===== config.mk =====
export PLATFORM = sky130hd
export DESIGN_NAME = scalar_kalman_smoother
export DESIGN_NICKNAME = d
export VERILOG_FILES = /design/src/design/skf_pkg.sv /design/src/design/skf_alu.sv /design/src/design/skf_ctrl.sv /design/src/design/scalar_kalman_smoother.sv
export SDC_FILE = /design/constraint.sdc
export NUM_CORES = 2
export LEC_CHECK = 0
export ABC_AREA = 1
export BUFFER_PORTS_ARGS = -buffer_cell sky130_fd_sc_hd__buf_4
export CORE_MARGIN = 3
export CORE_UTILIZATION = 55
export DETAILED_ROUTE_END_ITERATION = 16
export GPL_TIMING_DRIVEN = 0
export PLACE_DENSITY = 0.68
export SLEW_MARGIN = 30
export SYNTH_ARGS = -nofsm -noshare
export SYNTH_HDL_FRONTEND = slang
export SYNTH_HIERARCHICAL = 1
export SYNTH_SLANG_ARGS = --single-unit
export TNS_END_PERCENT = 50

===== constraint.sdc =====
create_clock -name i_clk -period 8.9 [get_ports i_clk]
set_clock_uncertainty 0.1 [all_clocks]
set_input_delay 0.89 -clock i_clk [delete_from_list [all_inputs] [get_ports i_clk]]
set_output_delay 0.89 -clock i_clk [all_outputs]
set_load 0.1 [all_outputs]

===== src/design/skf_pkg.sv =====
// shared types and constants for the scalar kalman smoother
`timescale 1ns / 1ps

package skf_pkg;

    localparam int unsigned DataW  = 32;
    localparam int unsigned AluW   = 34;
    localparam int unsigned GainW  = 17;
    localparam int unsigned SdW    = 24;
    localparam int unsigned CntW   = 5;
    localparam int unsigned CfgIdxW = 2;
    localparam int unsigned OutW   = 112;

    // division produces one quotient bit per step, the root one bit per step
    localparam logic [CntW-1:0] DivLast  = CntW'(GainW - 1);
    localparam logic [CntW-1:0] SqrtLast = CntW'(SdW - 1);

    localparam logic [DataW-1:0] InitEstRst = 32'd75366400;
    localparam logic [DataW-1:0] InitVarRst = 32'd32768000;
    localparam logic [DataW-1:0] ProcNoiseRst = 32'd65536;
    localparam logic [DataW-1:0] MeasNoiseRst = 32'd14745600;
    localparam logic [GainW-1:0] GainOne = 17'h10000;

    localparam logic [CfgIdxW-1:0] CfgInitEst   = 2'd0;
    localparam logic [CfgIdxW-1:0] CfgInitVar   = 2'd1;
    localparam logic [CfgIdxW-1:0] CfgProcNoise = 2'd2;
    localparam logic [CfgIdxW-1:0] CfgMeasNoise = 2'd3;

    typedef enum logic [11:0] {
        ST_IDLE  = 12'b0000_0000_0001,
        ST_PRED  = 12'b0000_0000_0010,
        ST_DEN   = 12'b0000_0000_0100,
        ST_DIV   = 12'b0000_0000_1000,
        ST_INNOV = 12'b0000_0001_0000,
        ST_MAG   = 12'b0000_0010_0000,
        ST_MUL1  = 12'b0000_0100_0000,
        ST_CORR  = 12'b0000_1000_0000,
        ST_VAR   = 12'b0001_0000_0000,
        ST_SQRT  = 12'b0010_0000_0000,
        ST_FIN   = 12'b0100_0000_0000,
        ST_SPARE = 12'b1000_0000_0000
    } t_state;

    typedef enum logic {
        ALU_ADD = 1'b0,
        ALU_SUB = 1'b1
    } t_alu_op;

    typedef struct packed {
        t_state st;
        logic   load_out;
    } t_seq;

endpackage


===== src/design/skf_alu.sv =====
// shared add/subtract unit with borrow out
`timescale 1ns / 1ps

module skf_alu (
    input  skf_pkg::t_alu_op            i_op,
    input  logic [skf_pkg::AluW-1:0]    i_a,
    input  logic [skf_pkg::AluW-1:0]    i_b,
    output logic [skf_pkg::AluW-1:0]    o_res,
    output logic                        o_borrow
);

    logic [skf_pkg::AluW:0]   sum;
    logic [skf_pkg::AluW-1:0] b_eff;
    logic                     is_sub;

    assign is_sub = (i_op == skf_pkg::ALU_SUB);
    assign b_eff  = is_sub ? ~i_b : i_b;
    assign sum    = {1'b0, i_a} + {1'b0, b_eff} + {{skf_pkg::AluW{1'b0}}, is_sub};

    assign o_res    = sum[skf_pkg::AluW-1:0];
    // a subtract borrows when there is no carry out
    assign o_borrow = is_sub & ~sum[skf_pkg::AluW];

endmodule


===== src/design/skf_ctrl.sv =====
// step sequencer for the scalar kalman smoother
`timescale 1ns / 1ps

module skf_ctrl (
    input  logic           i_clk,
    input  logic           i_rst_n,
    input  logic           i_start,
    input  logic           i_out_free,
    output skf_pkg::t_seq  o_seq
);

    skf_pkg::t_state           r_st, n_st;
    logic [skf_pkg::CntW-1:0]  r_cnt, n_cnt;

    always_comb begin
        n_st  = r_st;
        n_cnt = r_cnt;
        case (r_st)
            skf_pkg::ST_IDLE: begin
                if (i_start) n_st = skf_pkg::ST_PRED;
            end
            skf_pkg::ST_PRED:  n_st = skf_pkg::ST_DEN;
            skf_pkg::ST_DEN: begin
                n_st  = skf_pkg::ST_DIV;
                n_cnt = skf_pkg::DivLast;
            end
            skf_pkg::ST_DIV: begin
                if (r_cnt == '0) n_st = skf_pkg::ST_INNOV;
                else n_cnt = r_cnt - 1'b1;
            end
            skf_pkg::ST_INNOV: n_st = skf_pkg::ST_MAG;
            skf_pkg::ST_MAG:   n_st = skf_pkg::ST_MUL1;
            skf_pkg::ST_MUL1:  n_st = skf_pkg::ST_CORR;
            skf_pkg::ST_CORR:  n_st = skf_pkg::ST_VAR;
            skf_pkg::ST_VAR: begin
                n_st  = skf_pkg::ST_SQRT;
                n_cnt = skf_pkg::SqrtLast;
            end
            skf_pkg::ST_SQRT: begin
                if (r_cnt == '0) n_st = skf_pkg::ST_FIN;
                else n_cnt = r_cnt - 1'b1;
            end
            skf_pkg::ST_FIN: begin
                if (i_out_free) n_st = skf_pkg::ST_IDLE;
            end
            default: n_st = skf_pkg::ST_IDLE;
        endcase
    end

    always_ff @(posedge i_clk) begin
        if (!i_rst_n) begin
            r_st  <= skf_pkg::ST_IDLE;
            r_cnt <= '0;
        end else begin
            r_st  <= n_st;
            r_cnt <= n_cnt;
        end
    end

    assign o_seq.st       = r_st;
    assign o_seq.load_out = (r_st == skf_pkg::ST_FIN) && i_out_free;

endmodule


===== src/design/scalar_kalman_smoother.sv =====
// top level of the scalar kalman smoother: registers, datapath and output beat
`timescale 1ns / 1ps

// One-dimensional Kalman filter over a stream of Q16.16 measurements.
// Slave stream: s_axis_tdata carries the measurement, s_axis_tuser[0] the
// restart flag that reloads estimate and variance from the init registers.
// Master stream: one result beat per input beat with estimate, variance,
// square-root deviation and the gain used.
// The block takes one beat at a time: s_axis_tready is high only while idle.
// After a beat is taken the result passes through prediction, denominator,
// 17 divider steps, five update steps, 24 root steps and the output load,
// and only then can a new beat be taken. The pace is set by the one
// shared add/subtract unit, which the divider, the estimate update and the
// bit-serial square root all go through in turn.
// A result waits in the output register while m_axis_tready is low; the
// sequencer holds in its last step until the register is free.
// Configuration writes go through i_cfg_wr_en/i_cfg_idx/i_cfg_wdata; the user
// must make them only while idle; the block does not enforce it. Synchronous
// reset restores register defaults and loads estimate and variance from them.

module scalar_kalman_smoother (
    input  logic                         i_clk,
    input  logic                         i_rst_n,
    input  logic                         i_cfg_wr_en,
    input  logic [skf_pkg::CfgIdxW-1:0]  i_cfg_idx,
    input  logic [skf_pkg::DataW-1:0]    i_cfg_wdata,
    input  logic                         s_axis_tvalid,
    output logic                         s_axis_tready,
    input  logic [skf_pkg::DataW-1:0]    s_axis_tdata,   // measurement
    input  logic [0:0]                   s_axis_tuser,   // restart
    output logic                         m_axis_tvalid,
    input  logic                         m_axis_tready,
    // estimate, variance_out, std_dev, gain, zero fill
    output logic [skf_pkg::OutW-1:0]     m_axis_tdata
);

    localparam int unsigned DW = skf_pkg::DataW;
    localparam int unsigned AW = skf_pkg::AluW;
    localparam int unsigned GW = skf_pkg::GainW;
    localparam int unsigned SW = skf_pkg::SdW;

    skf_pkg::t_seq    seq;
    skf_pkg::t_alu_op alu_op;
    logic [AW-1:0]    alu_a, alu_b, alu_res;
    logic             alu_borrow;
    logic             accept, out_free;

    logic [DW-1:0] r_init_est, r_init_var, r_pn, r_mn;
    logic [DW-1:0] r_est, r_var, r_meas, r_vp;
    logic [DW:0]   r_den;
    logic [AW-1:0] r_rem, r_inn;
    logic [GW-1:0] r_quot, r_gain, r_omg;
    logic [DW:0]   r_mag;
    logic          r_neg;
    logic [DW+GW:0] r_prod;
    logic [2*SW-1:0] r_sq;
    logic [SW+1:0] r_srem;
    logic [SW-1:0] r_root;

    logic [DW-1:0] r_o_est, r_o_var;
    logic [SW-1:0] r_o_sd;
    logic [GW-1:0] r_o_gain;
    logic          r_ovalid;

    logic [DW:0]     mul_a;
    logic [GW-1:0]   mul_b;
    logic [SW+3:0]   sq_cur;
    logic [SW+1:0]   sq_trial;
    logic [DW:0]     div_keep;

    assign accept   = s_axis_tvalid && s_axis_tready;
    assign out_free = !r_ovalid || m_axis_tready;
    assign s_axis_tready = (seq.st == skf_pkg::ST_IDLE);

    skf_ctrl u_ctrl (
        .i_clk      (i_clk),
        .i_rst_n    (i_rst_n),
        .i_start    (accept),
        .i_out_free (out_free),
        .o_seq      (seq)
    );

    skf_alu u_alu (
        .i_op     (alu_op),
        .i_a      (alu_a),
        .i_b      (alu_b),
        .o_res    (alu_res),
        .o_borrow (alu_borrow)
    );

    // next two bits of the radicand appended to the partial remainder
    assign sq_cur   = {r_srem, r_sq[2*SW-1 -: 2]};
    assign sq_trial = {r_root, 2'b01};
    assign div_keep = alu_borrow ? r_rem[DW:0] : alu_res[DW:0];

    always_comb begin
        alu_op = skf_pkg::ALU_ADD;
        alu_a  = '0;
        alu_b  = '0;
        case (seq.st)
            skf_pkg::ST_PRED: begin
                alu_a = {2'b00, r_var};
                alu_b = {2'b00, r_pn};
            end
            skf_pkg::ST_DEN: begin
                alu_a = {2'b00, r_vp};
                alu_b = {2'b00, r_mn};
            end
            skf_pkg::ST_DIV: begin
                alu_op = skf_pkg::ALU_SUB;
                alu_a  = r_rem;
                alu_b  = {1'b0, r_den};
            end
            skf_pkg::ST_INNOV: begin
                alu_op = skf_pkg::ALU_SUB;
                alu_a  = {{2{r_meas[DW-1]}}, r_meas};
                alu_b  = {{2{r_est[DW-1]}}, r_est};
            end
            skf_pkg::ST_MAG: begin
                alu_op = skf_pkg::ALU_SUB;
                alu_a  = '0;
                alu_b  = r_inn;
            end
            skf_pkg::ST_MUL1: begin
                alu_op = skf_pkg::ALU_SUB;
                alu_a  = {{(AW-GW){1'b0}}, skf_pkg::GainOne};
                alu_b  = {{(AW-GW){1'b0}}, r_gain};
            end
            skf_pkg::ST_CORR: begin
                alu_op = r_neg ? skf_pkg::ALU_SUB : skf_pkg::ALU_ADD;
                alu_a  = {{2{r_est[DW-1]}}, r_est};
                alu_b  = {1'b0, r_prod[DW+16:16]};
            end
            skf_pkg::ST_SQRT: begin
                alu_op = skf_pkg::ALU_SUB;
                alu_a  = {{(AW-SW-4){1'b0}}, sq_cur};
                alu_b  = {{(AW-SW-2){1'b0}}, sq_trial};
            end
            default: begin
                alu_op = skf_pkg::ALU_ADD;
            end
        endcase
    end

    // one multiplier: innovation times gain, then predicted variance times one minus gain
    always_comb begin
        if (seq.st == skf_pkg::ST_CORR) begin
            mul_a = {1'b0, r_vp};
            mul_b = r_omg;
        end else begin
            mul_a = r_mag;
            mul_b = r_gain;
        end
    end

    always_ff @(posedge i_clk) begin
        if (!i_rst_n) begin
            r_init_est <= skf_pkg::InitEstRst;
            r_init_var <= skf_pkg::InitVarRst;
            r_pn       <= skf_pkg::ProcNoiseRst;
            r_mn       <= skf_pkg::MeasNoiseRst;
        end else if (i_cfg_wr_en) begin
            case (i_cfg_idx)
                skf_pkg::CfgInitEst:   r_init_est <= i_cfg_wdata;
                skf_pkg::CfgInitVar:   r_init_var <= i_cfg_wdata;
                skf_pkg::CfgProcNoise: r_pn       <= i_cfg_wdata;
                skf_pkg::CfgMeasNoise: r_mn       <= i_cfg_wdata;
                default: ;
            endcase
        end
    end

    always_ff @(posedge i_clk) begin
        if (!i_rst_n) begin
            r_est <= skf_pkg::InitEstRst;
            r_var <= skf_pkg::InitVarRst;
        end else if (accept && s_axis_tuser[0]) begin
            r_est <= r_init_est;
            r_var <= r_init_var;
        end else if (seq.st == skf_pkg::ST_CORR) begin
            r_est <= alu_res[DW-1:0];
        end else if (seq.st == skf_pkg::ST_VAR) begin
            r_var <= r_prod[DW+15:16];
        end
    end

    always_ff @(posedge i_clk) begin
        if (accept) r_meas <= s_axis_tdata;
        case (seq.st)
            skf_pkg::ST_PRED: begin
                // saturate the predicted variance
                r_vp <= alu_res[DW] ? {DW{1'b1}} : alu_res[DW-1:0];
            end
            skf_pkg::ST_DEN: begin
                r_den <= alu_res[DW:0];
                r_rem <= {2'b00, r_vp};
            end
            skf_pkg::ST_DIV: begin
                r_quot <= {r_quot[GW-2:0], ~alu_borrow};
                r_rem  <= {div_keep, 1'b0};
            end
            skf_pkg::ST_INNOV: begin
                r_inn  <= alu_res;
                r_gain <= (r_den == '0) ? '0 : r_quot;
            end
            skf_pkg::ST_MAG: begin
                r_neg <= r_inn[AW-1];
                r_mag <= r_inn[AW-1] ? alu_res[DW:0] : r_inn[DW:0];
            end
            skf_pkg::ST_MUL1: begin
                r_omg  <= alu_res[GW-1:0];
                r_prod <= mul_a * mul_b;
            end
            skf_pkg::ST_CORR: begin
                r_prod <= mul_a * mul_b;
            end
            skf_pkg::ST_VAR: begin
                r_sq   <= {r_prod[DW+15:16], 16'b0};
                r_srem <= '0;
                r_root <= '0;
            end
            skf_pkg::ST_SQRT: begin
                r_sq <= {r_sq[2*SW-3:0], 2'b00};
                if (alu_borrow) begin
                    r_srem <= sq_cur[SW+1:0];
                    r_root <= {r_root[SW-2:0], 1'b0};
                end else begin
                    r_srem <= alu_res[SW+1:0];
                    r_root <= {r_root[SW-2:0], 1'b1};
                end
            end
            default: ;
        endcase
    end

    always_ff @(posedge i_clk) begin
        if (!i_rst_n) begin
            r_ovalid <= 1'b0;
        end else if (seq.load_out) begin
            r_ovalid <= 1'b1;
        end else if (m_axis_tready) begin
            r_ovalid <= 1'b0;
        end
    end

    always_ff @(posedge i_clk) begin
        if (seq.load_out) begin
            r_o_est  <= r_est;
            r_o_var  <= r_var;
            r_o_sd   <= r_root;
            r_o_gain <= r_gain;
        end
    end

    assign m_axis_tvalid = r_ovalid;
    assign m_axis_tdata  = {{(skf_pkg::OutW-2*DW-SW-GW){1'b0}},
                            r_o_gain, r_o_sd, r_o_var, r_o_est};

`ifndef SYNTHESIS
    a_busy_after_accept: assert property (@(posedge i_clk) disable iff (!i_rst_n)
        accept |=> !s_axis_tready)
        else $error("block took a beat while still working");

    a_gain_range: assert property (@(posedge i_clk) disable iff (!i_rst_n)
        m_axis_tvalid |-> (r_o_gain <= skf_pkg::GainOne))
        else $error("gain above one");

    a_hold_on_stall: assert property (@(posedge i_clk) disable iff (!i_rst_n)
        (seq.st == skf_pkg::ST_FIN) && r_ovalid && !m_axis_tready
        |=> (seq.st == skf_pkg::ST_FIN))
        else $error("result finished while output register was full");

    a_load_when_free: assert property (@(posedge i_clk) disable iff (!i_rst_n)
        seq.load_out |=> r_ovalid)
        else $error("output load lost");
`endif

endmodule

==> flow_summary.toml <==
[pwr]
power_density_nw_per_um2 = 143
leakage_nw = 25.1
peakVddDrop_v = 0.000196
power_mw = 7.83

[clocking]
cts_setup_buffers = 0
cts_buffer_depth = 3
clk_latency_ns = 0.68
clock_sinks = 679
cts_tree = "yes"
cts_resized = 0
cts_hold_buf = 0
cts.clk_slew.worst_paths_ns = 0.06
root_buffer = "clkbuf_16"
htreeDepth = 3
numCtsBuffers = 76

[floorplan]
core_area_um2 = 87600
rows = 108
die_w_um = 304
start_util_pct = 55.9
dieArea_um2 = 92600
ios = 186
die_h_um = 304

[synth]
ys_ff_latch = 679
seq_area_frac_synth_pct = 37.4
synth-warning-count = 6
synthCells = 5702
syn_area_um2 = 48900
ys_types = 57
syn_area_per_cell_um2 = 8.58

[timing]
tightest_slew_ns = 1.11
period_share_pct = 93.3
final_max_slew_viol_count = 0
fmax_mhz = 120
fin_setup_tns_ns = 0
rsz0062_at_grt = "no"
hold_viol = 0
final.min_clock_period_ns = 8.30
holdWs_ns = 0.289
setup_violations = 0
slew_headroom_pct = 26.0

[final_layout]
nFillCells = 7818
finalNetCount = 6666
multi_input_area_um2 = 25800
regArea_um2 = 18300
area_growth_pct = 11.8
drive_gt1_share_pct = 10.4

[critical_path]
arrival_ns = 8.59
max_stage_delay_ns = 0.71
cpMostUsedCell = "fa_1"
r2r_setup_slack_ns = 0.60
path_max_fanout = 10
path_class = "reg -> reg"
critPathLaunch = "u_ctrl/r_st[10]"
cp-end-kind = "register"
worst_ep_required_time_ns = 9.19
r2r-start = "u_ctrl/r_st[10]"
r2r_cells = 29
startpoint_type = "register"
cp_slowest_cell = "fa_1"

[global_route]
grt_max_degree = 44
overflow = 0
first_global_vias = 41600
antenna_found_initial = 6
grt_pass1_wl_um = 286000
grtUsageTotal_pct = 43.2

[routing]
drt_iter0_drc = 5501
drt_wl_total_um = 202000
ant_nets = 0
vias = 42700
drc = 0
dr.pass1.iters = 6
vias_per_cell = 5.93
wl_per_cell_um = 28.1

[placed_design]
gp_congestion = 1.06
portBuffers = 178
hpwl_um = 161000

[worst_hold_path]
whs_path_depth = 1
worstHoldStart = "s_axis_tdata[25]"
hold_class = "in -> reg"

[run]
maxCapViolCount = 0

[run_status]
outcome = "finished, final reports clean"
## worst max-delay path: cells and delay by family (launching register included)
| family | cells | cell delay, ns |
|---|---|---|
| buffers and inverters | 7 | 1.07 |
| AND/OR/NAND/NOR | 11 | 1.34 |
| flip-flops | 1 | 0.35 |
| AO/OA/AOI/OAI | 4 | 1.56 |
| adder cells (fa/ha/maj) | 7 | 3.57 |
## sequential cells by signal (all words and copies together) (netlist names), 17 cells and up
| signal | flops |
|---|---|
| r_den | 33 |
| r_est | 32 |
| r_gain | 17 |
| r_init_est | 32 |
| r_init_var | 32 |
| r_inn | 34 |
| r_mag | 33 |
| r_meas | 32 |
| r_mn | 32 |
| r_o_est | 32 |
| r_o_gain | 17 |
| r_o_sd | 24 |
| r_o_var | 32 |
| r_omg | 17 |
| r_pn | 32 |
| r_prod | 33 |
| r_quot | 17 |
| r_rem | 34 |
| r_root | 24 |
| r_sq | 32 |
| r_srem | 26 |
| r_var | 32 |
| r_vp | 32 |
## final timing paths
check                end
max reg2reg   r_prod[43]
max           r_prod[43]
min reg2reg  r_o_est[17]
min           r_meas[25]
## synth_stat cells, drive strengths merged
master,instances,area [um2]
nand4,38,238
a22o,3,26.3
fa,462,9250
o22ai,69,432
and3,3,18.8
nand3,124,656
o21bai,11,82.6
xnor2,13,114
nor3,28,155
a211oi,38,285
buf,126,785
inv,1021,3830
a21o,1,7.51
ha,152,1900
o211ai,15,118
nor3b,2,15.0
a31oi,57,357
clkbuf,107,402
mux2,8,90.1
or2,35,219
nor4,5,31.3
a221oi,1,8.76
nor2,665,2540
o21a,23,179
dfxtp,209,4180
o221ai,28,245
nand2,1473,5620
a21oi,179,1060
o21ai,243,1220
and2,5,33.8
o2111ai,14,123
xor2,58,508
nand3b,8,60.1
conb,2,7.51
clkinv,6,23.8
edfxtp,470,14100
## metrics by stage
step                util [%]  area, um2  std cells  setup slack (ns)
CTS                     62.5      54700       7199             0.757
detailed placement      59.6      52200       7057             0.787
global placement        59.1      51800       7041             0.216
finish                  62.5      54700       7204             0.598
global route            62.5      54700       7199             0.324
floorplan                  -      49000       5708              2.67
## report_power, final
| group | internal (mW) | switching [mW] |
|---|---|---|
| Combinational | 0.295 | 0.726 |
| Clock | 1.83 | 1.43 |
| Sequential | 3.48 | 0.0644 |
| Total | 5.60 | 2.22 |
## area by class of cell
class	instances	area share (%)
antenna	5	0.0229
buffer	233	2.19
clock buffer	102	3.90
clock inverter	40	0.715
inverter	1027	7.05
multi-input combinational	3769	47.1
sequential	679	33.4
tap	1155	2.64
timing repair buffer	194	3.00
## logic make-up after synthesis
logic type	after synthesis	synth area share, %
AOI/OAI and AO/OA	682	8.47
xor gates and xnor gates	71	1.27
adders and majority gates	614	22.8
buffers and inverters	1260	10.3
DFF	679	37.4
muxes	8	0.184
other	2	0.0153
and+or+nand+nor	2386	19.6
## per-layer routing
layer / share of wire [%] / GRT usage [%] / wire [um]
met4: 10 / 35.8 / 21100
met5: 0.0069 / 0 / 14
met1: 35 / 51.9 / 70100
met3: 11 / 10.3 / 22600
met2: 44 / 66.3 / 88600
## placed cells by master, fill, tap and decap left out, types with 69 or more instances in the layout
cell type | Yosys | routed
fa_1 | 462 | 462
buf_2 | 75 | 75
nand2_1 | 1445 | 1442
inv_1 | 985 | 985
ha_1 | 152 | 152
o21ai_0 | 240 | 240
o22ai_1 | 69 | 69
clkbuf_16 | 0 | 78
nor2_1 | 655 | 654
nand3_1 | 117 | 117
buf_4 | 35 | 218
clkbuf_1 | 107 | 117
edfxtp_1 | 470 | 470
a21oi_1 | 149 | 149
dfxtp_1 | 209 | 209
Power figures use the tool's default switching activity.
